### src/tsf_pkg.sv
`timescale 1ns / 1ps

package tsf_pkg;

   // click codes passed from the front end to the flasher back end
   typedef enum logic [2:0] {
      CLICK_NONE,
      CLICK_LSHORT,
      CLICK_LLONG,
      CLICK_RSHORT,
      CLICK_RLONG,
      CLICK_HAZARD,
      CLICK_PARTY
   } click_type;

   // flasher mode, also the rsp_mode_now code
   typedef enum logic [2:0] {
      MODE_IDLE,
      MODE_LEFT,
      MODE_RIGHT,
      MODE_HAZARD,
      MODE_PARTY
   } mode_type;

   // side of the last short click inside the gesture window
   typedef enum logic [1:0] {
      SIDE_NONE,
      SIDE_LEFT,
      SIDE_RIGHT
   } side_type;

   // configuration register set
   typedef struct packed {
      logic [15:0] short_click_ticks;
      logic [15:0] long_click_ticks;
      logic [15:0] blink_half_period;
      logic [15:0] gesture_window;
      logic [15:0] party_on_ticks;
      logic [15:0] party_off_ticks;
      logic [7:0]  short_run_blinks;
      logic [7:0]  long_run_blinks;
   } cfg_type;

   // head of the click queue as seen by the back end
   typedef struct packed {
      logic      valid;
      click_type click;
   } click_beat_type;

   localparam int unsigned CSR_INDEX_W = 3;
   localparam int unsigned CSR_DATA_W  = 16;

   localparam logic [CSR_INDEX_W-1:0] CSR_SHORT_CLICK_TICKS = 3'd0;
   localparam logic [CSR_INDEX_W-1:0] CSR_LONG_CLICK_TICKS  = 3'd1;
   localparam logic [CSR_INDEX_W-1:0] CSR_BLINK_HALF_PERIOD = 3'd2;
   localparam logic [CSR_INDEX_W-1:0] CSR_GESTURE_WINDOW    = 3'd3;
   localparam logic [CSR_INDEX_W-1:0] CSR_PARTY_ON_TICKS    = 3'd4;
   localparam logic [CSR_INDEX_W-1:0] CSR_PARTY_OFF_TICKS   = 3'd5;
   localparam logic [CSR_INDEX_W-1:0] CSR_SHORT_RUN_BLINKS  = 3'd6;
   localparam logic [CSR_INDEX_W-1:0] CSR_LONG_RUN_BLINKS   = 3'd7;

   localparam cfg_type CFG_RESET = '{
      short_click_ticks: 16'd500,
      long_click_ticks:  16'd10000,
      blink_half_period: 16'd9000,
      gesture_window:    16'd10000,
      party_on_ticks:    16'd1000,
      party_off_ticks:   16'd4000,
      short_run_blinks:  8'd3,
      long_run_blinks:   8'd100
   };

   localparam logic [7:0] HAZARD_BLINKS      = 8'd10;
   localparam logic [4:0] PARTY_LAST_PHASE   = 5'd16;
   localparam logic [4:0] PARTY_QUIET_PHASE  = 5'd8;
   localparam logic [4:0] PARTY_RIGHT_PHASE  = 5'd4;
   localparam logic [2:0] ALTERNATE_TO_HAZARD = 3'd2;
   localparam logic [2:0] REPEAT_TO_PARTY     = 3'd4;

   // count up, holding at seven
   function automatic logic [2:0] sat7(input logic [2:0] value);
      sat7 = (value == 3'd7) ? value : value + 3'd1;
   endfunction

endpackage

### src/tsf_front.sv
`timescale 1ns / 1ps

module tsf_front (
   input  logic               clock,
   input  logic               reset,
   input  tsf_pkg::cfg_type   cfg,
   input  logic               accept,
   input  logic               left_pressed,
   input  logic               right_pressed,
   output tsf_pkg::click_type click
);
   import tsf_pkg::*;

   logic [15:0] left_hold_ff, left_hold_in;
   logic [15:0] right_hold_ff, right_hold_in;
   logic [15:0] window_timer_ff, window_timer_in;
   side_type    last_side_ff, last_side_in;
   logic [2:0]  alternation_ff, alternation_in;
   logic [2:0]  repeat_left_ff, repeat_left_in;

   logic [15:0] left_next, right_next, window_next;
   click_type   click_raw;

   always_comb begin
      left_next  = left_pressed ?
                   ((left_hold_ff == 16'hFFFF) ? left_hold_ff : left_hold_ff + 16'd1) : '0;
      right_next = right_pressed ?
                   ((right_hold_ff == 16'hFFFF) ? right_hold_ff : right_hold_ff + 16'd1) : '0;
      // both held cancels both
      if (left_next != '0 && right_next != '0) begin
         left_next  = '0;
         right_next = '0;
      end

      left_hold_in  = left_next;
      right_hold_in = right_next;
      click_raw     = CLICK_NONE;
      priority if (left_next != '0 && left_next == cfg.short_click_ticks) begin
         click_raw = CLICK_LSHORT;
      end else if (right_next != '0 && right_next == cfg.short_click_ticks) begin
         click_raw = CLICK_RSHORT;
      end else if (left_next != '0 && left_next >= cfg.long_click_ticks) begin
         click_raw    = CLICK_LLONG;
         left_hold_in = cfg.long_click_ticks;
      end else if (right_next != '0 && right_next >= cfg.long_click_ticks) begin
         click_raw     = CLICK_RLONG;
         right_hold_in = cfg.long_click_ticks;
      end else begin
         click_raw = CLICK_NONE;
      end

      last_side_in   = last_side_ff;
      alternation_in = alternation_ff;
      repeat_left_in = repeat_left_ff;
      window_next    = window_timer_ff;
      if (click_raw == CLICK_LSHORT) begin
         if (last_side_ff == SIDE_RIGHT) alternation_in = sat7(alternation_ff);
         if (last_side_ff == SIDE_LEFT)  repeat_left_in = sat7(repeat_left_ff);
         window_next  = cfg.gesture_window;
         last_side_in = SIDE_LEFT;
      end else if (click_raw == CLICK_RSHORT) begin
         if (last_side_ff == SIDE_LEFT) alternation_in = sat7(alternation_ff);
         window_next  = cfg.gesture_window;
         last_side_in = SIDE_RIGHT;
      end

      if (window_next != '0) begin
         window_timer_in = window_next - 16'd1;
      end else begin
         window_timer_in = '0;
         last_side_in    = SIDE_NONE;
         alternation_in  = '0;
         repeat_left_in  = '0;
      end

      // gestures override the plain click, party last
      click = click_raw;
      if (alternation_in >= ALTERNATE_TO_HAZARD) click = CLICK_HAZARD;
      if (repeat_left_in >= REPEAT_TO_PARTY)     click = CLICK_PARTY;
   end

   always_ff @(posedge clock) begin
      if (reset) begin
         left_hold_ff    <= '0;
         right_hold_ff   <= '0;
         window_timer_ff <= '0;
         last_side_ff    <= SIDE_NONE;
         alternation_ff  <= '0;
         repeat_left_ff  <= '0;
      end else if (accept) begin
         left_hold_ff    <= left_hold_in;
         right_hold_ff   <= right_hold_in;
         window_timer_ff <= window_timer_in;
         last_side_ff    <= last_side_in;
         alternation_ff  <= alternation_in;
         repeat_left_ff  <= repeat_left_in;
      end
   end

   a_holds_exclusive: assert property (@(posedge clock) disable iff (reset)
      !(left_hold_ff != '0 && right_hold_ff != '0))
      else $error("both hold counters running");

   a_no_side_no_count: assert property (@(posedge clock) disable iff (reset)
      last_side_ff == SIDE_NONE |-> (alternation_ff == '0 && repeat_left_ff == '0))
      else $error("gesture counts kept without a click side");

   a_idle_keeps_state: assert property (@(posedge clock) disable iff (reset)
      !accept |=> ($stable(left_hold_ff) && $stable(window_timer_ff)))
      else $error("front state moved without a beat");

endmodule

### src/tsf_queue.sv
`timescale 1ns / 1ps

module tsf_queue (
   input  logic                    clock,
   input  logic                    reset,
   input  logic                    push,
   input  tsf_pkg::click_type      push_click,
   input  logic                    pop,
   output logic                    full,
   output tsf_pkg::click_beat_type head
);
   import tsf_pkg::*;

   localparam int unsigned DEPTH = 2;
   localparam int unsigned PTR_W = $clog2(DEPTH);
   localparam int unsigned CNT_W = $clog2(DEPTH + 1);

   click_type        entry_ff [DEPTH];
   logic [PTR_W-1:0] wr_ptr_ff, wr_ptr_in;
   logic [PTR_W-1:0] rd_ptr_ff, rd_ptr_in;
   logic [CNT_W-1:0] count_ff, count_in;

   always_comb begin
      wr_ptr_in = push ? PTR_W'((int'(wr_ptr_ff) + 1) % DEPTH) : wr_ptr_ff;
      rd_ptr_in = pop  ? PTR_W'((int'(rd_ptr_ff) + 1) % DEPTH) : rd_ptr_ff;
      count_in  = count_ff;
      if (push && !pop) count_in = count_ff + CNT_W'(1);
      if (pop && !push) count_in = count_ff - CNT_W'(1);
   end

   assign full       = (count_ff == CNT_W'(DEPTH));
   assign head.valid = (count_ff != '0);
   assign head.click = entry_ff[rd_ptr_ff];

   always_ff @(posedge clock) begin
      if (push) begin
         entry_ff[wr_ptr_ff] <= push_click;
      end
   end

   always_ff @(posedge clock) begin
      if (reset) begin
         wr_ptr_ff <= '0;
         rd_ptr_ff <= '0;
         count_ff  <= '0;
      end else begin
         wr_ptr_ff <= wr_ptr_in;
         rd_ptr_ff <= rd_ptr_in;
         count_ff  <= count_in;
      end
   end

   a_count_bound: assert property (@(posedge clock) disable iff (reset)
      count_ff <= CNT_W'(DEPTH))
      else $error("queue count beyond depth");

   a_no_pop_empty: assert property (@(posedge clock) disable iff (reset)
      pop |-> head.valid)
      else $error("pop from empty queue");

   a_no_push_full: assert property (@(posedge clock) disable iff (reset)
      push |-> !full)
      else $error("push into full queue");

endmodule

### src/tsf_back.sv
`timescale 1ns / 1ps

module tsf_back (
   input  logic                    clock,
   input  logic                    reset,
   input  tsf_pkg::cfg_type        cfg,
   input  tsf_pkg::click_beat_type head,
   output logic                    pop,
   input  logic                    rsp_stall,
   output logic                    rsp_valid,
   output logic                    left_lamp,
   output logic                    right_lamp,
   output logic [2:0]              mode_now
);
   import tsf_pkg::*;

   mode_type    mode_ff, mode_in;
   logic [7:0]  blinks_ff, blinks_in;
   logic [15:0] timer_ff, timer_in;
   logic [4:0]  phase_ff, phase_in;
   logic [1:0]  lamp_ff, lamp_in;
   logic        rsp_valid_ff, rsp_valid_in;

   // the state registers double as the result register
   assign pop          = head.valid && (!rsp_valid_ff || !rsp_stall);
   assign rsp_valid_in = pop ? 1'b1 : (rsp_stall ? rsp_valid_ff : 1'b0);

   always_comb begin
      mode_in   = mode_ff;
      blinks_in = blinks_ff;
      timer_in  = timer_ff;
      phase_in  = phase_ff;
      lamp_in   = lamp_ff;

      // apply the click
      unique case (head.click)
         CLICK_HAZARD: begin
            if (mode_ff != MODE_HAZARD) begin
               mode_in   = MODE_HAZARD;
               blinks_in = HAZARD_BLINKS;
               timer_in  = '0;
               phase_in  = '0;
            end
         end
         CLICK_PARTY: begin
            if (mode_ff != MODE_PARTY) begin
               mode_in   = MODE_PARTY;
               blinks_in = HAZARD_BLINKS;
               timer_in  = '0;
               phase_in  = '0;
            end
         end
         CLICK_LSHORT, CLICK_RSHORT: begin
            // short on other side restarts phase; cancels longer run
            if ((head.click == CLICK_LSHORT && mode_ff == MODE_RIGHT) ||
                (head.click == CLICK_RSHORT && mode_ff == MODE_LEFT)) begin
               timer_in = '0;
               phase_in = '0;
            end
            mode_in = (head.click == CLICK_LSHORT) ? MODE_LEFT : MODE_RIGHT;
            if (blinks_ff > cfg.short_run_blinks) begin
               blinks_in = '0;
               phase_in  = 5'd1;
            end else begin
               blinks_in = cfg.short_run_blinks;
            end
         end
         CLICK_LLONG: begin
            mode_in   = MODE_LEFT;
            blinks_in = cfg.long_run_blinks;
         end
         CLICK_RLONG: begin
            mode_in   = MODE_RIGHT;
            blinks_in = cfg.long_run_blinks;
         end
         default: begin
         end
      endcase

      // step the flasher
      unique case (mode_in)
         MODE_LEFT, MODE_RIGHT, MODE_HAZARD: begin
            if (timer_in == '0) begin
               if (phase_in == '0) begin
                  timer_in = cfg.blink_half_period;
                  phase_in = 5'd1;
                  unique case (mode_in)
                     MODE_LEFT:  lamp_in = 2'b01;
                     MODE_RIGHT: lamp_in = 2'b10;
                     default:    lamp_in = 2'b11;
                  endcase
               end else begin
                  phase_in = '0;
                  lamp_in  = 2'b00;
                  if (blinks_in != '0 && mode_in != MODE_HAZARD) begin
                     blinks_in = blinks_in - 8'd1;
                  end
                  if (blinks_in == '0) begin
                     mode_in = MODE_IDLE;
                  end else begin
                     timer_in = cfg.blink_half_period;
                  end
               end
            end else begin
               timer_in = timer_in - 16'd1;
            end
         end
         MODE_PARTY: begin
            if (timer_in == '0) begin
               if (phase_in < PARTY_QUIET_PHASE) begin
                  if (phase_in[0]) begin
                     lamp_in  = 2'b00;
                     timer_in = cfg.party_off_ticks;
                  end else begin
                     lamp_in  = (phase_in < PARTY_RIGHT_PHASE) ? 2'b01 : 2'b10;
                     timer_in = cfg.party_on_ticks;
                  end
               end
               phase_in = (phase_in >= PARTY_LAST_PHASE) ? '0 : phase_in + 5'd1;
            end else begin
               timer_in = timer_in - 16'd1;
            end
         end
         default: begin
         end
      endcase
   end

   always_ff @(posedge clock) begin
      if (reset) begin
         mode_ff      <= MODE_IDLE;
         blinks_ff    <= '0;
         timer_ff     <= '0;
         phase_ff     <= '0;
         lamp_ff      <= '0;
         rsp_valid_ff <= 1'b0;
      end else begin
         rsp_valid_ff <= rsp_valid_in;
         if (pop) begin
            mode_ff   <= mode_in;
            blinks_ff <= blinks_in;
            timer_ff  <= timer_in;
            phase_ff  <= phase_in;
            lamp_ff   <= lamp_in;
         end
      end
   end

   assign rsp_valid  = rsp_valid_ff;
   assign left_lamp  = lamp_ff[0];
   assign right_lamp = lamp_ff[1];
   assign mode_now   = mode_ff;

   a_party_sticks: assert property (@(posedge clock) disable iff (reset)
      (pop && head.click == CLICK_PARTY) |=> mode_ff == MODE_PARTY)
      else $error("party click did not leave party mode");

   a_hold_without_pop: assert property (@(posedge clock) disable iff (reset)
      !pop |=> ($stable(mode_ff) && $stable(lamp_ff) && $stable(timer_ff)))
      else $error("flasher state moved without a beat");

   a_pop_gives_result: assert property (@(posedge clock) disable iff (reset)
      pop |=> rsp_valid_ff)
      else $error("processed beat not presented");

endmodule

### src/turn_signal_flasher_controller_unit.sv
`timescale 1ns / 1ps

// Turn signal flasher controller. One req beat is one timebase tick carrying the two
// button levels; every req beat gives exactly one rsp beat with both lamp levels and the
// flasher mode after that tick (0 idle, 1 left, 2 right, 3 hazard, 4 party). The front end
// debounces the buttons with hold counters, turns them into short and long clicks and
// spots the hazard and party gestures; the back end runs the blink and party sequencers.
// A two-beat click queue sits between them, so req is taken every clock while rsp keeps
// flowing: one beat per clock sustained. A beat passes through the click queue entry
// register, then the back end state register that also holds the result.
// req_stall rises only when the back end has been stalled long enough to fill the queue.
// The csr port writes one of the eight settings registers per clock and must only be used
// while no beat is in flight.

module turn_signal_flasher_controller_unit (
   input  logic                                clock,
   input  logic                                reset,
   // config write port
   input  logic                                csr_write,
   input  logic [tsf_pkg::CSR_INDEX_W-1:0]     csr_index,
   input  logic [tsf_pkg::CSR_DATA_W-1:0]      csr_data,
   // tick input channel
   input  logic                                req_valid,
   output logic                                req_stall,
   input  logic                                req_left_pressed,
   input  logic                                req_right_pressed,
   // lamp result channel
   output logic                                rsp_valid,
   input  logic                                rsp_stall,
   output logic                                rsp_left_lamp,
   output logic                                rsp_right_lamp,
   output logic [2:0]                          rsp_mode_now
);
   import tsf_pkg::*;

   cfg_type        cfg_ff, cfg_in;
   logic           req_accept;
   click_type      front_click;
   logic           queue_full;
   logic           queue_pop;
   click_beat_type queue_head;

   // settings registers, 8-bit ones take the low data byte
   always_comb begin
      cfg_in = cfg_ff;
      if (csr_write) begin
         unique case (csr_index)
            CSR_SHORT_CLICK_TICKS: cfg_in.short_click_ticks = csr_data;
            CSR_LONG_CLICK_TICKS:  cfg_in.long_click_ticks  = csr_data;
            CSR_BLINK_HALF_PERIOD: cfg_in.blink_half_period = csr_data;
            CSR_GESTURE_WINDOW:    cfg_in.gesture_window    = csr_data;
            CSR_PARTY_ON_TICKS:    cfg_in.party_on_ticks    = csr_data;
            CSR_PARTY_OFF_TICKS:   cfg_in.party_off_ticks   = csr_data;
            CSR_SHORT_RUN_BLINKS:  cfg_in.short_run_blinks  = csr_data[7:0];
            CSR_LONG_RUN_BLINKS:   cfg_in.long_run_blinks   = csr_data[7:0];
         endcase
      end
   end

   always_ff @(posedge clock) begin
      if (reset) begin
         cfg_ff <= CFG_RESET;
      end else begin
         cfg_ff <= cfg_in;
      end
   end

   // a tick is taken whenever the click queue has room
   assign req_stall  = queue_full;
   assign req_accept = req_valid && !req_stall;

   // button qualifying and gesture detection
   tsf_front u_front (
      .clock         (clock),
      .reset         (reset),
      .cfg           (cfg_ff),
      .accept        (req_accept),
      .left_pressed  (req_left_pressed),
      .right_pressed (req_right_pressed),
      .click         (front_click)
   );

   // decouples the two halves
   tsf_queue u_queue (
      .clock      (clock),
      .reset      (reset),
      .push       (req_accept),
      .push_click (front_click),
      .pop        (queue_pop),
      .full       (queue_full),
      .head       (queue_head)
   );

   // mode and lamp sequencing, drives the result channel
   tsf_back u_back (
      .clock      (clock),
      .reset      (reset),
      .cfg        (cfg_ff),
      .head       (queue_head),
      .pop        (queue_pop),
      .rsp_stall  (rsp_stall),
      .rsp_valid  (rsp_valid),
      .left_lamp  (rsp_left_lamp),
      .right_lamp (rsp_right_lamp),
      .mode_now   (rsp_mode_now)
   );

endmodule

### config.mk
export PLATFORM = sky130hd
export DESIGN_NAME = turn_signal_flasher_controller_unit
export DESIGN_NICKNAME = d
export VERILOG_FILES = /design/src/tsf_pkg.sv /design/src/tsf_front.sv /design/src/tsf_queue.sv /design/src/tsf_back.sv /design/src/turn_signal_flasher_controller_unit.sv
export SDC_FILE = /design/constraint.sdc
export NUM_CORES = 1
export LEC_CHECK = 0
export ABC_CLOCK_PERIOD_IN_PS = 14200
export BUFFER_PORTS_ARGS = -buffer_cell sky130_fd_sc_hd__buf_2
export CAP_MARGIN = 40
export CORE_MARGIN = 4
export CORE_UTILIZATION = 35
export CTS_BUF_LIST = sky130_fd_sc_hd__clkbuf_2
export DETAILED_ROUTE_END_ITERATION = 12
export GPL_TIMING_DRIVEN = 0
export PLACE_DENSITY = 0.56
export SYNTH_ARGS = -nofsm -noshare
export SYNTH_HDL_FRONTEND = slang
export SYNTH_SLANG_ARGS = --single-unit
### constraint.sdc
create_clock -name clock -period 14.2 [get_ports clock]
set_clock_uncertainty 0.2 [all_clocks]
set_input_delay 2.84 -clock clock [delete_from_list [all_inputs] [get_ports clock]]
set_output_delay 2.84 -clock clock [all_outputs]
set_load 0.1 [all_outputs]
After elaboration in Yosys (flattened, before gate mapping)
Memory sizes are Yosys's and may differ from the RTL's. A register that Yosys moved wholly into a read port is not among the register bits.
Index checks and enable logic that the tools add are counted.
{ "op_classes": {"addsub": 12, "magnitude_cmp": 8, "n_eq_ne": 38, "mux": 91, "reduce_logical": 45} }
{ "ops": {"columns": ["op", "count"], "rows": [
  ["$mux 16", 25],
  ["$mux 8", 10],
  ["$reduce_bool 16->1", 5],
  ["$mux 3", 22],
  ["$pmux 16 s3", 1],
  ["$mux 5", 7],
  ["$add 16x1->16 const B", 2],
  ["$eq 16x16->1", 2],
  ["$eq 16x16->1 const B", 2],
  ["$ge 16x16->1", 2],
  ["$pmux 16 s2", 1],
  ["$pmux 8 s4", 1],
  ["$sub 16x1->16 const B", 2],
  ["$eq 3x3->1 const B", 10],
  ["$eq 3x2->1 const B", 8],
  ["$mux 2", 12],
  ["$reduce_and 2->1", 9],
  ["$logic_not 16->1", 1],
  ["$eq 3x1->1 const B", 5],
  ["$pmux 3 s5", 1],
  ["$pmux 5 s3", 1],
  ["$logic_and 1x1->1", 12],
  ["$pmux 5 s2", 1],
  ["$gt 8x8->1", 1],
  ["other kinds (29)", 51]
]} }
{ "word_totals": {"ff_bits": 207, "mem_bits_rw": 6, "out_inout_bits": 7, "n_memories": 1} }
{ "mem_list": {"columns": ["memory", "words", "word_bits", "rd", "rd_ports_with_merged_regs", "write_ports", "line", "text"], "rows": [
  ["u_queue.entry_ff", 2, 3, 1, 1, 1, "tsf_queue.sv:18", "click_type entry_ff [DEPTH];"]
]} }

Logic depth before layout (Yosys ltp)
Gate-level depths: netlist of run 1.
{ "depth": {"ltp_word": 20, "ltp_mapped": 25, "mapped_depth_nobuf": 21} }

Hierarchy
Synthesis of run 1 repeated with hierarchy kept, for this count alone.
{ "unflattened": {"cells_unflattened": 1872, "hier_area_um2": 15157.0} }
{ "modules_own_cells": {"columns": ["module", "instances", "cells_per_inst", "area_each_um2", "seq_area_each_um2"], "rows": [
  ["tsf_front", 1, 844, 6309.8, 1121.1],
  ["turn_signal_flasher_controller_unit", 1, 409, 4408.0, 2242.2],
  ["tsf_back", 1, 588, 4017.6, 700.7],
  ["tsf_queue", 1, 31, 421.7, 280.3]
]} }

Worst setup path before layout of run 1
OpenSTA, ideal clock, no wires.
{ "synth_path": {"kind": "input to register", "startpoint": "input req_right_pressed", "endpoint": "memory u_queue.entry_ff[0][2] in the netlist's numbering, data pin", "arrival_ns": 6.622, "t_required_ns": 13.730, "setup_slack_ns": 7.108, "stages": 17, "cell_sequence": "clkbuf_1 -> o211ai_1 -> nand3_1 -> or4_1 -> buf_2 -> nor4b_1 -> a221oi_2 -> nor2_1 -> a41oi_2 -> clkbuf_1 -> mux2i_1 -> ha_1 -> nor2b_1 -> nand4_1 -> mux2i_2 -> a21oi_1 -> or3_1"} }
{ "synth_via": {"elab_chain_len": 18} }
{ "synth_lines": {"columns": ["element", "line", "text"], "rows": [
  ["start, declared", "turn_signal_flasher_controller_unit.sv:26", "input logic req_right_pressed,"],
  ["$mux 16 (*)", "tsf_front.sv:27", "right_next = right_pressed ?"],
  ["$reduce_bool 16->1", "tsf_front.sv:30", "if (left_next != '0 && right_next != '0) begin"],
  ["$logic_and 1x1->1", "tsf_front.sv:30", null],
  ["$mux 16", "tsf_front.sv:30", null],
  ["$ge 16x16->1 / $reduce_bool 16->1 (equally long branches)", "tsf_front.sv:45, tsf_front.sv:40", null],
  ["$logic_and 1x1->1", "tsf_front.sv:45", "end else if (right_next != '0 && right_next >= cfg.long_click_ticks) begin"],
  ["$mux 3", "tsf_front.sv:45", null],
  ["$mux 3", "tsf_front.sv:42", "end else if (left_next != '0 && left_next >= cfg.long_click_ticks) begin"],
  ["[3 not listed]", null, null],
  ["$mux 16", "tsf_front.sv:61", "end else if (click_raw == CLICK_RSHORT) begin"],
  ["$mux 16", "tsf_front.sv:56", "if (click_raw == CLICK_LSHORT) begin"],
  ["$reduce_bool 16->1", "tsf_front.sv:67", "if (window_next != '0) begin"],
  ["$mux 3", "tsf_front.sv:67", null],
  ["$ge 3x2->1", "tsf_front.sv:78", "if (alternation_in >= ALTERNATE_TO_HAZARD) click = CLICK_HAZARD;"],
  ["$mux 3", "tsf_front.sv:78", null],
  ["$mux 3 (*)", "tsf_front.sv:79", "if (repeat_left_in >= REPEAT_TO_PARTY) click = CLICK_PARTY;"],
  ["net front_click[2]", "turn_signal_flasher_controller_unit.sv:38", "click_type front_click;"],
  ["end, declared", "tsf_queue.sv:18", null]
]} }
Mark *: on every way through the listed nets, which the timed path passes. The rest lies on a longest branch.

Worst setup path in the final report of run 1
{ "layout_path": {"startpoint": "input req_left_pressed", "endpoint": "memory u_queue.entry_ff[0][2] in the netlist's numbering, data pin"} }
{ "layout_via": {"elab_chain_len": 18} }
{ "layout_lines": {"columns": ["element", "line", "text"], "rows": [
  ["start, declared", "turn_signal_flasher_controller_unit.sv:25", "input logic req_left_pressed,"],
  ["$mux 16 (*)", "tsf_front.sv:25", "left_next = left_pressed ?"],
  ["$reduce_bool 16->1", "tsf_front.sv:30", null],
  ["$logic_and 1x1->1", "tsf_front.sv:30", null],
  ["$mux 16", "tsf_front.sv:30", null],
  ["$ge 16x16->1 / $reduce_bool 16->1 (equally long branches)", "tsf_front.sv:45, tsf_front.sv:40", null],
  ["$logic_and 1x1->1", "tsf_front.sv:45", null],
  ["$mux 3", "tsf_front.sv:45", null],
  ["$mux 3", "tsf_front.sv:42", null],
  ["[3 not listed]", null, null],
  ["$mux 16", "tsf_front.sv:61", null],
  ["$mux 16", "tsf_front.sv:56", null],
  ["$reduce_bool 16->1", "tsf_front.sv:67", null],
  ["$mux 3", "tsf_front.sv:67", null],
  ["$ge 3x2->1", "tsf_front.sv:78", null],
  ["$mux 3", "tsf_front.sv:78", null],
  ["$mux 3 (*)", "tsf_front.sv:79", null],
  ["net front_click[2]", "turn_signal_flasher_controller_unit.sv:38", null]
]} }
Marks and branches as above.

==> results of run 1 <==
==> final timing paths <==
kind,from,endpoint,slack (ns),cells past startpoint
worst max register to register,u_front.right_hold_ff[0],u_queue.entry_ff[0][2],6.71,20
worst min register to register,cfg_ff[31],cfg_ff[31],0.26,2
worst max-delay path,req_left_pressed,u_queue.entry_ff[0][2],6.19,18
worst min-delay path,cfg_ff[31],cfg_ff[31],0.26,2
==> logic make-up (layout without fill, tap and decap cells) <==
kind of cell             after synthesis  in the layout  synth area share (%)
adder cells (fa/ha/maj)               52             52                  4.48
other                                  0              2                     0
buffers and inverters                184            315                  5.33
XOR/XNOR                              50             50                  3.01
AND/OR/NAND/NOR                      861            861                  28.7
flip-flops                           214            214                  29.9
multiplexers                          69             69                  4.87
AO/OA/AOI/OAI                        513            513                  23.8
==> area by class of cell <==
cell class	instances	area share, %
timing repair buffer	29	1.08
inverter	54	1.27
sequential	214	27.3
clock buffer	81	2.55
multi-input combinational	1545	59.1
antenna	2	0.0314
clock inverter	21	0.888
tap	532	4.18
buffer	130	3.59
==> stage by stage <==
step	power [mW]	worst slack [ns]	std cells	cell area, um2	util (%)
final	2.71	6.19	2608	15900	38.9
after global routing	2.91	5.85	2608	15900	38.9
after CTS	2.69	6.37	2606	15900	38.9
after detailed placement	2.22	5.35	2504	15400	37.6
after global placement	2.20	5.49	2496	15300	37.4
after floorplan	1.83	7.11	1943	14500	-
==> placed cells by master, fill, tap and decap left out, drive strengths merged, types with 16 or more instances in the layout <==
| cell type | instances |
|---|---|
| nand2 | 344 |
| dfxtp | 208 |
| nor2 | 187 |
| clkbuf | 179 |
| a21oi | 151 |
| o21ai | 93 |
| mux2i | 61 |
| buf | 61 |
| nor3 | 54 |
| inv | 53 |
| ha | 52 |
| nand3 | 48 |
| nand4 | 39 |
| a211oi | 38 |
| nand3b | 36 |
| xnor2 | 31 |
| a311oi | 22 |
| and3 | 21 |
| nor4 | 21 |
| a31oi | 19 |
| xor2 | 19 |
| clkinv | 18 |
| and2 | 17 |
| nand2b | 16 |
| a21o | 16 |
==> registers in the layout (all words and copies together), names as in the netlist, named ones only <==
register	count
cfg_ff	112
u_back.blinks_ff	8
u_back.lamp_ff	2
u_back.mode_now	3
u_back.phase_ff	5
u_back.rsp_valid	1
u_back.timer_ff	16
u_front.alternation_ff	3
u_front.last_side_ff	2
u_front.left_hold_ff	16
u_front.repeat_left_ff	3
u_front.right_hold_ff	16
u_front.window_timer_ff	16
u_queue.count_ff	2
u_queue.entry_ff	6
u_queue.rd_ptr_ff	1
u_queue.wr_ptr_ff	1
==> layer usage <==
| metal | up-vias | GRT usage [%] | wire length [um] |
|---|---|---|---|
| met1 | 7311 | 32.3 | 23900 |
| met4 | 4 | 8.22 | 1830 |
| li1 | 7266 | - | - |
| met5 | - | 0 | 26 |
| met2 | 597 | 37.2 | 24200 |
| met3 | 135 | 2.99 | 3720 |
==> critical path: stages <==
cell and delay [ns]:
buf_2 0.14, clkbuf_1 0.41, clkinv_1 0.42, a211oi_1 0.74
o211a_1 0.26, o211ai_1 0.08, nor3_1 0.18, nand4_1 0.11
nor2_1 0.49, a41oi_2 0.26, clkbuf_1 0.37, mux2i_1 0.28
ha_1 0.22, nor2b_1 0.20, nand4_1 0.27, mux2i_2 0.62
nor2_2 0.10, or3_1 0.46
==> where the power goes <==
part | switching, mW | total [mW] | internal, mW
Combinational | 0.996 | 1.49 | 0.494
Sequential | 0.0797 | 0.761 | 0.681
Clock | 0.272 | 0.463 | 0.191
Total | 1.35 | 2.71 | 1.37
==> out/metrics.yaml, run 1 <==
outcome: "completed"
area_delta_synth_final_pct: 9.55
die_h_um: 212
vias_per_cell: 5.87
syn-num-nets: 2021
num_io_pins: 33
period_minus_slack_ns: 8.01
seqCellArea_mm2: 0.00434
dieWidth_um: 212
syn_avg_cell_area_um2: 7.48
clk_pin_slew_worst_paths_ns: 0.10
routed_wl_um: 53700
dp_hpwl_um: 40800
cts_inserted_buffers: 56
grt_max_degree: 16
postCtsSetupBuffers: 0
clock-sinks: 214
slew_headroom_pct: 35.4
crit_path_max_fanout: 10
first_pass_iters: 6
die-area_mm2: 0.0449
hold_slack_ns: 0.260
ys_seq_area_share_pct: 29.9
yosysWarnings: 0
cts_root_buffer: "clkbuf_2"
max_freq_ghz: 0.125
rsz0062_at_grt: "no"
gr-total-overflow: 0
finalHoldViolCount: 0
yosys-top-cells-area: "dfxtp_1 (29%), nand2_1 (8.9%), a21oi_1 (5.2%), nor2_1 (4.8%), ha_1 (4.5%)"
nFillCells: 4394
yosys.cell_count.top_type: "nand2_1"
wl_per_cell_um: 20.6
ys_top_cells_by_count: "nand2_1 (343), dfxtp_1 (208), nor2_1 (184), a21oi_1 (151), clkbuf_1 (89)"
drc: 0
power.density_mw_per_mm2: 170
detail-route-antenna-nets: 0
setup-tns-final_ns: 0
vias: 15300
drive_gt1_share_pct: 9.84
slew_viol_final: 0
yosysTopAreaCellShare_pct: 28.6
multi_input_area_mm2: 0.00942
synth_edf_count: 6
critPathArrivalTime_ns: 8.44
critPathLaunchType: "primary input"
tritoncts: "yes"
ir_drop_mv: 0.103
gp_congestion: 0.949
tightest_slew_ns: 0.962
hp-class: "flop to flop"
portBuffers: 21
synth.ff_latch_count: 214
synth_flop_cell: "dfxtp_1"
track_usage_pct: 23.2
crit_required_ns: 14.64
htreeDepth: 2
syn-instance-count: 1943
drt-initial-drc-count: 1825
async_flop_share_pct: 0
maxCapViolations: 0
critical_path_class: "primary input to flop"
fp-row-count: 74
fin_nets: 2108
cp-end-kind: "flop"
start_util_pct: 35.5
setup_viol: 0
hold_buffers: 0
clk_latency_ns: 0.91
grt_first_pass_wirelength_um: 82800
min_period_over_period_pct: 56.4
clockBufferDepth: 3
synth_largest_area_cell: "dfxtp_1"
cts.repair.resized: 0
grt_antenna_before_repair: 4
power.leakage_nw: 6.09
first_global_vias: 14500
fp.coreArea_mm2: 0.0409
netlist_area_mm2: 0.0145
yosysUniqueCellTypes: 100
No activity file was read; power rests on OpenSTA's default activity.
==> inputs of run 2 (changes only) <==
--- a/config.mk
+++ b/config.mk
@@ -5,7 +5,8 @@
 export SDC_FILE = /design/constraint.sdc
 export NUM_CORES = 1
 export LEC_CHECK = 0
-export ABC_CLOCK_PERIOD_IN_PS = 14200
+export ABC_AREA = 1
+export ABC_CLOCK_PERIOD_IN_PS = 7500
 export BUFFER_PORTS_ARGS = -buffer_cell sky130_fd_sc_hd__buf_2
 export CAP_MARGIN = 40
 export CORE_MARGIN = 4
==> constraint.sdc (replaced) <==
create_clock -name clock -period 7.5 [get_ports clock]
set_clock_uncertainty 0.2 [all_clocks]
set_input_delay 1.5 -clock clock [delete_from_list [all_inputs] [get_ports clock]]
set_output_delay 1.5 -clock clock [all_outputs]
set_load 0.1 [all_outputs]
==> run 2 against run 1 <==
  * Combinational power is 73% higher
  * Sequential share of layout area is 0.18 points higher
  * Cell count is 15% higher
  * Via count is 2.8% higher
  * Clock power is 92% higher
  * Flip-flop and latch count stayed put
  * Clock-buffer cell count stayed put
  * Largest power group unchanged
  * Critical path depth is 13 higher
  * Synthesized cell count is 20% higher
  * Critical path type is now flop to flop
==> out/metrics.yaml, run 2 <==
yosysTopAreaCellShare_pct: 28.9  # +0.23 points
clockBufferDepth: 3  # unchanged
first_global_vias: 14500  # +0.19%
period_minus_slack_ns: 5.52
vias_per_cell: 5.25  # -11%
maxCapViolations: 0  # unchanged
synth_flop_cell: "dfxtp_1"
critical_path_class: "flop to flop"
fin_nets: 2498  # +19%
yosys-top-cells-area: "dfxtp_1 (29%), nand2_1 (16%), inv_1 (7.1%), a21oi_1 (6.9%), nor2_1 (6.6%)"
synth_largest_area_cell: "dfxtp_1"
max_freq_ghz: 0.181
crit_required_ns: 8.15  # -6.49 ns
clk_latency_ns: 1.06  # +0.15 ns
path_buf_inv: 3  # -1
drc: 0  # unchanged
gr-total-overflow: 0  # unchanged
final_common_cell: "nand2_1"
power_mw: 4.82  # +78%
first_pass_iters: 6  # unchanged
num_io_pins: 33  # unchanged
dieWidth_um: 211  # -0.38%
drt-initial-drc-count: 1285  # -30%
routed_wl_um: 54600  # +1.7%
ys_top_cells_by_count: "nand2_1 (608), inv_1 (273), nor2_1 (254), dfxtp_1 (208), a21oi_1 (199)"
drive_gt1_share_pct: 8.23  # -1.6 points
track_usage_pct: 23.9  # +0.69 points
clock-sinks: 214  # unchanged
die-area_mm2: 0.0445  # -0.77%
critPathArrivalTime_ns: 6.18  # -2.26 ns
slew_headroom_pct: 42.2  # +6.9 points
slew_viol_final: 0  # unchanged
tritoncts: "yes"
synth_edf_count: 6  # unchanged
largest_reg_flops: 112  # unchanged
yosysWarnings: 0  # unchanged
postCtsSetupBuffers: 0  # unchanged
start_util_pct: 35.4  # -0.12 points
yosysUniqueCellTypes: 54  # -46%
netlist_area_mm2: 0.0144  # -0.80%
cts_inserted_buffers: 61  # +8.9%
crit_path_max_fanout: 10  # unchanged
slowest_stage: "dfxtp_1"
ir_drop_mv: 0.194  # +87%
syn-instance-count: 2324  # +20%
cts_root_buffer: "clkbuf_2"
min_period_over_period_pct: 73.6
gp_congestion: 0.944  # -0.51%
nFillCells: 4626  # +5.3%
wl_per_cell_um: 18.2  # -12%
grt_max_degree: 20  # +4
finalHoldViolCount: 0  # unchanged
area_delta_synth_final_pct: 9.70
syn_avg_cell_area_um2: 6.20  # -17%
hp-class: "flop to flop"
rsz0062_at_grt: "no"
power.leakage_nw: 7.63  # +25%
grt_first_pass_wirelength_um: 84000  # +1.5%
fp-row-count: 74  # unchanged
hold_buffers: 0  # unchanged
grt_antenna_before_repair: 1  # -3
final_cell_mix: "nand2_1 (608), inv_1 (273), nor2_1 (254), dfxtp_1 (208), a21oi_1 (199)"
dp_hpwl_um: 42200  # +3.5%
vias: 15700  # +2.8%
setup-tns-final_ns: 0  # unchanged
outcome: "completed"
setup_viol: 0  # unchanged
ys_seq_area_share_pct: 30.1  # +0.24 points
tightest_slew_ns: 0.867  # -0.0955 ns
fp.coreArea_mm2: 0.0407  # -0.45%
die_h_um: 211  # -0.38%
yosys.cell_count.top_type: "nand2_1"
async_flop_share_pct: 0  # unchanged
cts.repair.resized: 0  # unchanged
htreeDepth: 2  # unchanged
portBuffers: 30  # +43%
crit_family: "simple AND/OR/NAND/NOR gates"
critPathLaunchType: "flop"
critPathMaxStageDelay_ns: 0.44  # -0.30 ns
clk_pin_slew_worst_paths_ns: 0.11  # about the same
synth.ff_latch_count: 214  # unchanged
detail-route-antenna-nets: 0  # unchanged
largest-register: "cfg_ff"
syn-num-nets: 2402  # +19%
power.density_mw_per_mm2: 305  # +79%
cp-end-kind: "flop"
## run 2: logic make-up after synthesis
| kind of cell | share of synthesized area [%] |
|---|---|
| and+or+nand+nor | 34.0 |
| AOI/OAI and AO/OA | 19.2 |
| buffers and inverters | 10.6 |
| DFF | 30.1 |
| adders and majority gates | 4.51 |
| xor gates and xnor gates | 1.40 |
| muxes | 0.139 |
## run 2: area by class of cell
class                   count  area (um2)  share of cell area, %
diodes                      2        5.00                 0.0316
flip-flops and latches    214        4340                   27.5
clock inverters            28         139                  0.878
well taps                 532         666                   4.21
clock buffers              81         405                   2.56
inverters                 286        1070                   6.79
plain buffers              98         450                   2.85
repair buffers             33         184                   1.16
multi-input cells        1726        8550                   54.1
## run 2: worst paths after layout
path                                   end  slack (ns)                     from  depth (start not counted)
setup / recovery  u_front.right_hold_ff[4]        1.98  u_front.left_hold_ff[1]                         31
hold / removal                        flop        0.27        u_queue.rd_ptr_ff                          1
setup reg to reg  u_front.right_hold_ff[4]        1.98  u_front.left_hold_ff[1]                         31
hold reg to reg                       flop        0.27        u_queue.rd_ptr_ff                          1
## run 2: per-stage QoR
step / setup slack (ns) / cells / utilization [%] / hold slack [ns] / cell area, um2
CTS: 2.05 / 2998 / 38.8 / 0.268 / 15800
global placement: 1.54 / 2886 / 37.4 / 0.237 / 15200
floorplan: 2.71 / 2324 / - / 0.224 / 14400
finish: 1.98 / 3000 / 38.8 / 0.269 / 15800
detailed placement: 1.49 / 2889 / 37.5 / 0.243 / 15300
global route: 1.53 / 3000 / 38.8 / 0.292 / 15800
## run 2: power breakdown
group          switching, mW  internal [mW]
Clock                  0.577          0.310
Sequential            0.0892           1.27
Combinational           1.86          0.720
## run 2: routing by layer
metal,part of all wire [%],routed length [um],up-vias,global-route usage [%]
met5,0,0,-,0
met4,2.8,1530,0,7.27
met3,5.7,3130,101,3.28
met2,46,24900,494,39.2
met1,46,25000,7291,32.9
li1,-,-,7860,-
==> inputs of run 3 (changes only) <==
--- a/config.mk
+++ b/config.mk
@@ -6,7 +6,7 @@
 export NUM_CORES = 1
 export LEC_CHECK = 0
 export ABC_AREA = 1
-export ABC_CLOCK_PERIOD_IN_PS = 7500
+export ABC_CLOCK_PERIOD_IN_PS = 4500
 export BUFFER_PORTS_ARGS = -buffer_cell sky130_fd_sc_hd__buf_2
 export CAP_MARGIN = 40
 export CORE_MARGIN = 4
@@ -14,7 +14,7 @@
 export CTS_BUF_LIST = sky130_fd_sc_hd__clkbuf_2
 export DETAILED_ROUTE_END_ITERATION = 12
 export GPL_TIMING_DRIVEN = 0
-export PLACE_DENSITY = 0.56
+export PLACE_DENSITY = 0.57
 export SYNTH_ARGS = -nofsm -noshare
 export SYNTH_HDL_FRONTEND = slang
 export SYNTH_SLANG_ARGS = --single-unit
==> constraint.sdc (replaced) <==
create_clock -name clock -period 4.5 [get_ports clock]
set_clock_uncertainty 0.2 [all_clocks]
set_input_delay 0.9 -clock clock [delete_from_list [all_inputs] [get_ports clock]]
set_output_delay 0.9 -clock clock [all_outputs]
set_load 0.1 [all_outputs]
==> run 3 against run 2 <==
  * The run now ends with negative setup slack left
  * Core utilization up 6.5 points
  * Total power up 78%
  * Global-route usage up 0.57 points
  * Design area up 17%
  * Register-to-register slack worse by 2.2 ns
  * Worst setup slack worse by 2.2 ns
  * Combinational power up 82%
  * Critical path type unchanged
  * Highest routed layer unchanged
==> out/metrics.yaml, run 3 (synthesis results as in run 2) <==
period_minus_slack_ns: 4.68  # -0.838 ns
clock-sinks: 214  # unchanged
violations: "negative setup slack"
grt_antenna_before_repair: 2  # +1
portBuffers: 30  # unchanged
grt_max_degree: 18  # -10%
die_h_um: 211  # unchanged
ir_drop_mv: 0.427  # +120%
finalHoldViolCount: 0  # unchanged
track_usage_pct: 24.5  # +0.57 points
clk_latency_ns: 1.08  # +0.02 ns
setup_viol: 48  # +48
grtUsageMet3_pct: 4.34  # +1.1 points
tightest_slew_ns: 1.09  # +0.227 ns
finalWorstSetupSlack_ns: -0.183  # -2.16 ns
nFillCells: 4303  # -7.0%
drc: 0  # unchanged
critical_path_class: "flop to flop"
dp_hpwl_um: 41400  # -1.9%
first_pass_iters: 7  # +1
max_freq_ghz: 0.214  # +18%
gr-total-overflow: 0  # unchanged
cts_root_buffer: "clkbuf_2"
outcome: "finished, violations left"
critPathMaxStageDelay_ns: 0.36  # -0.08 ns
area_delta_synth_final_pct: 28.2
busiest_layer: "met2"
crit_path_max_fanout: 6  # -4
slew_viol_final: 0  # unchanged
design_area_mm2: 0.0185  # +17%
fp.coreArea_mm2: 0.0407  # unchanged
crit_required_ns: 5.15  # -3.00 ns
fin_cells: 3113  # +3.8%
num_io_pins: 33  # unchanged
wl_per_cell_um: 18.4  # +0.99%
dpl-instance-area_mm2: 0.0153  # about the same
power.leakage_nw: 8.62  # +13%
cp-end-kind: "flop"
first_global_vias: 15500  # +7.2%
routed_wl_um: 57200  # +4.8%
final_cell_mix: "nand2_1 (543), inv_1 (265), nor2_1 (223), dfxtp_1 (181), o21ai_0 (145)"
setup-tns-final_ns: -4.48  # -4.48 ns
die-area_mm2: 0.0445  # unchanged
largest_reg_flops: 112  # unchanged
finish.utilization_pct: 45.4  # +6.5 points
largest-register: "cfg_ff"
clockBufferDepth: 3  # unchanged
critPathLaunchType: "flop"
vias: 16500  # +4.9%
detail-route-antenna-nets: 0  # unchanged
dp_cells: 2889  # unchanged
grt_first_pass_wirelength_um: 86500  # +3.0%
r2r_slack_ns: -0.18  # -2.16 ns
fin_nets: 2610  # +4.5%
met1_usage_pct: 32.2  # -0.75 points
vias_per_cell: 5.31  # +1.1%
slew_headroom_pct: 27.1  # -15 points
gr-usage-met2_pct: 39.9  # +0.65 points
rsz0062_at_grt: "yes"
htreeDepth: 2  # unchanged
power.density_mw_per_mm2: 463  # +52%
fp-row-count: 74  # unchanged
gp_congestion: 0.992  # +5.1%
start_util_pct: 35.4  # unchanged
drt-initial-drc-count: 1376  # +7.1%
clk_pin_slew_worst_paths_ns: 0.12  # about the same
hold_slack_ns: 0.158  # -0.111 ns
tritoncts: "yes"
final_common_cell: "nand2_1"
dieWidth_um: 211  # unchanged
cts_inserted_buffers: 60  # -1.6%
min_period_over_period_pct: 104  # +30 points
hp-class: "primary input to flop"
maxCapViolations: 0  # unchanged
drive_gt1_share_pct: 22.1  # +14 points
slowest_stage: "dfxtp_2"
critPathArrivalTime_ns: 5.33  # -0.85 ns
[run 3: cell count changes in the layout (fill, tap and decap cells not counted), moves of 26 or more]
cell	before	now
o21ai_0	190	145
a21oi_1	199	138
dfxtp_1	208	181
buf_4	3	71
nor2_1	254	223
nand3_1	168	142
nand2_2	13	59
nand2_1	608	543
a21oi_2	0	51
[run 3: path summary, 6_finish.rpt]
check,startpoint,end,cells past startpoint
hold / removal,csr_index[1],cfg_ff[8],5
setup / recovery,u_front.right_hold_ff[1],u_front.left_hold_ff[2],30
setup reg to reg,u_front.right_hold_ff[1],u_front.left_hold_ff[2],30
hold reg to reg,cfg_ff[16],cfg_ff[16],2
[run 3: where the power goes]
| part | internal (mW) | switching [mW] |
|---|---|---|
| Sequential | 2.11 | 0.163 |
| Clock | 0.632 | 0.956 |
| Combinational | 1.40 | 3.29 |
[run 3: per-stage QoR]
step           power, mW  setup slack [ns]
2_1_floorplan       5.32             0.313
3_3_place_gp        6.48            -0.981
3_5_place_dp        6.55             -1.00
4_1_cts             8.28           -0.0988
5_1_grt             9.22            -0.381
6_report            8.56            -0.183
[run 3: per-layer routing]
metal	vias to the layer above	share of wire [%]
li1	8078	-
met5	-	0
met4	0	4.4
met2	592	46
met1	7690	44
met3	164	6.2
[run 3: critical path: cells and delay by family (launching register included)]
family / cells / cell delay, ns
AND/OR/NAND/NOR: 12 / 1.42
adder cells (fa/ha/maj): 2 / 0.44
AO/OA/AOI/OAI: 11 / 1.44
buffers and inverters: 5 / 0.59
flip-flops: 1 / 0.36
[run 3: layout make-up]
cell class | instances | area (um2) | share of cell area (%)
clock buffer | 84 | 420 | 2.27
antenna | 2 | 5.00 | 0.0271
timing repair buffer | 146 | 1270 | 6.89
buffer | 96 | 564 | 3.05
multi-input combinational | 1728 | 9900 | 53.6
sequential | 214 | 4400 | 23.8
tap | 532 | 666 | 3.60
clock inverter | 25 | 161 | 0.873
inverter | 286 | 1090 | 5.90
[run 3: timing repair]
item,4_1_cts,5_1_grt
gates resized for setup,209,273
gates cloned,7,3
pin swaps,64,110
setup endpoints to repair,95,95
hold buffers,16,0
setup buffers,36,55
hold endpoints to repair,50,0
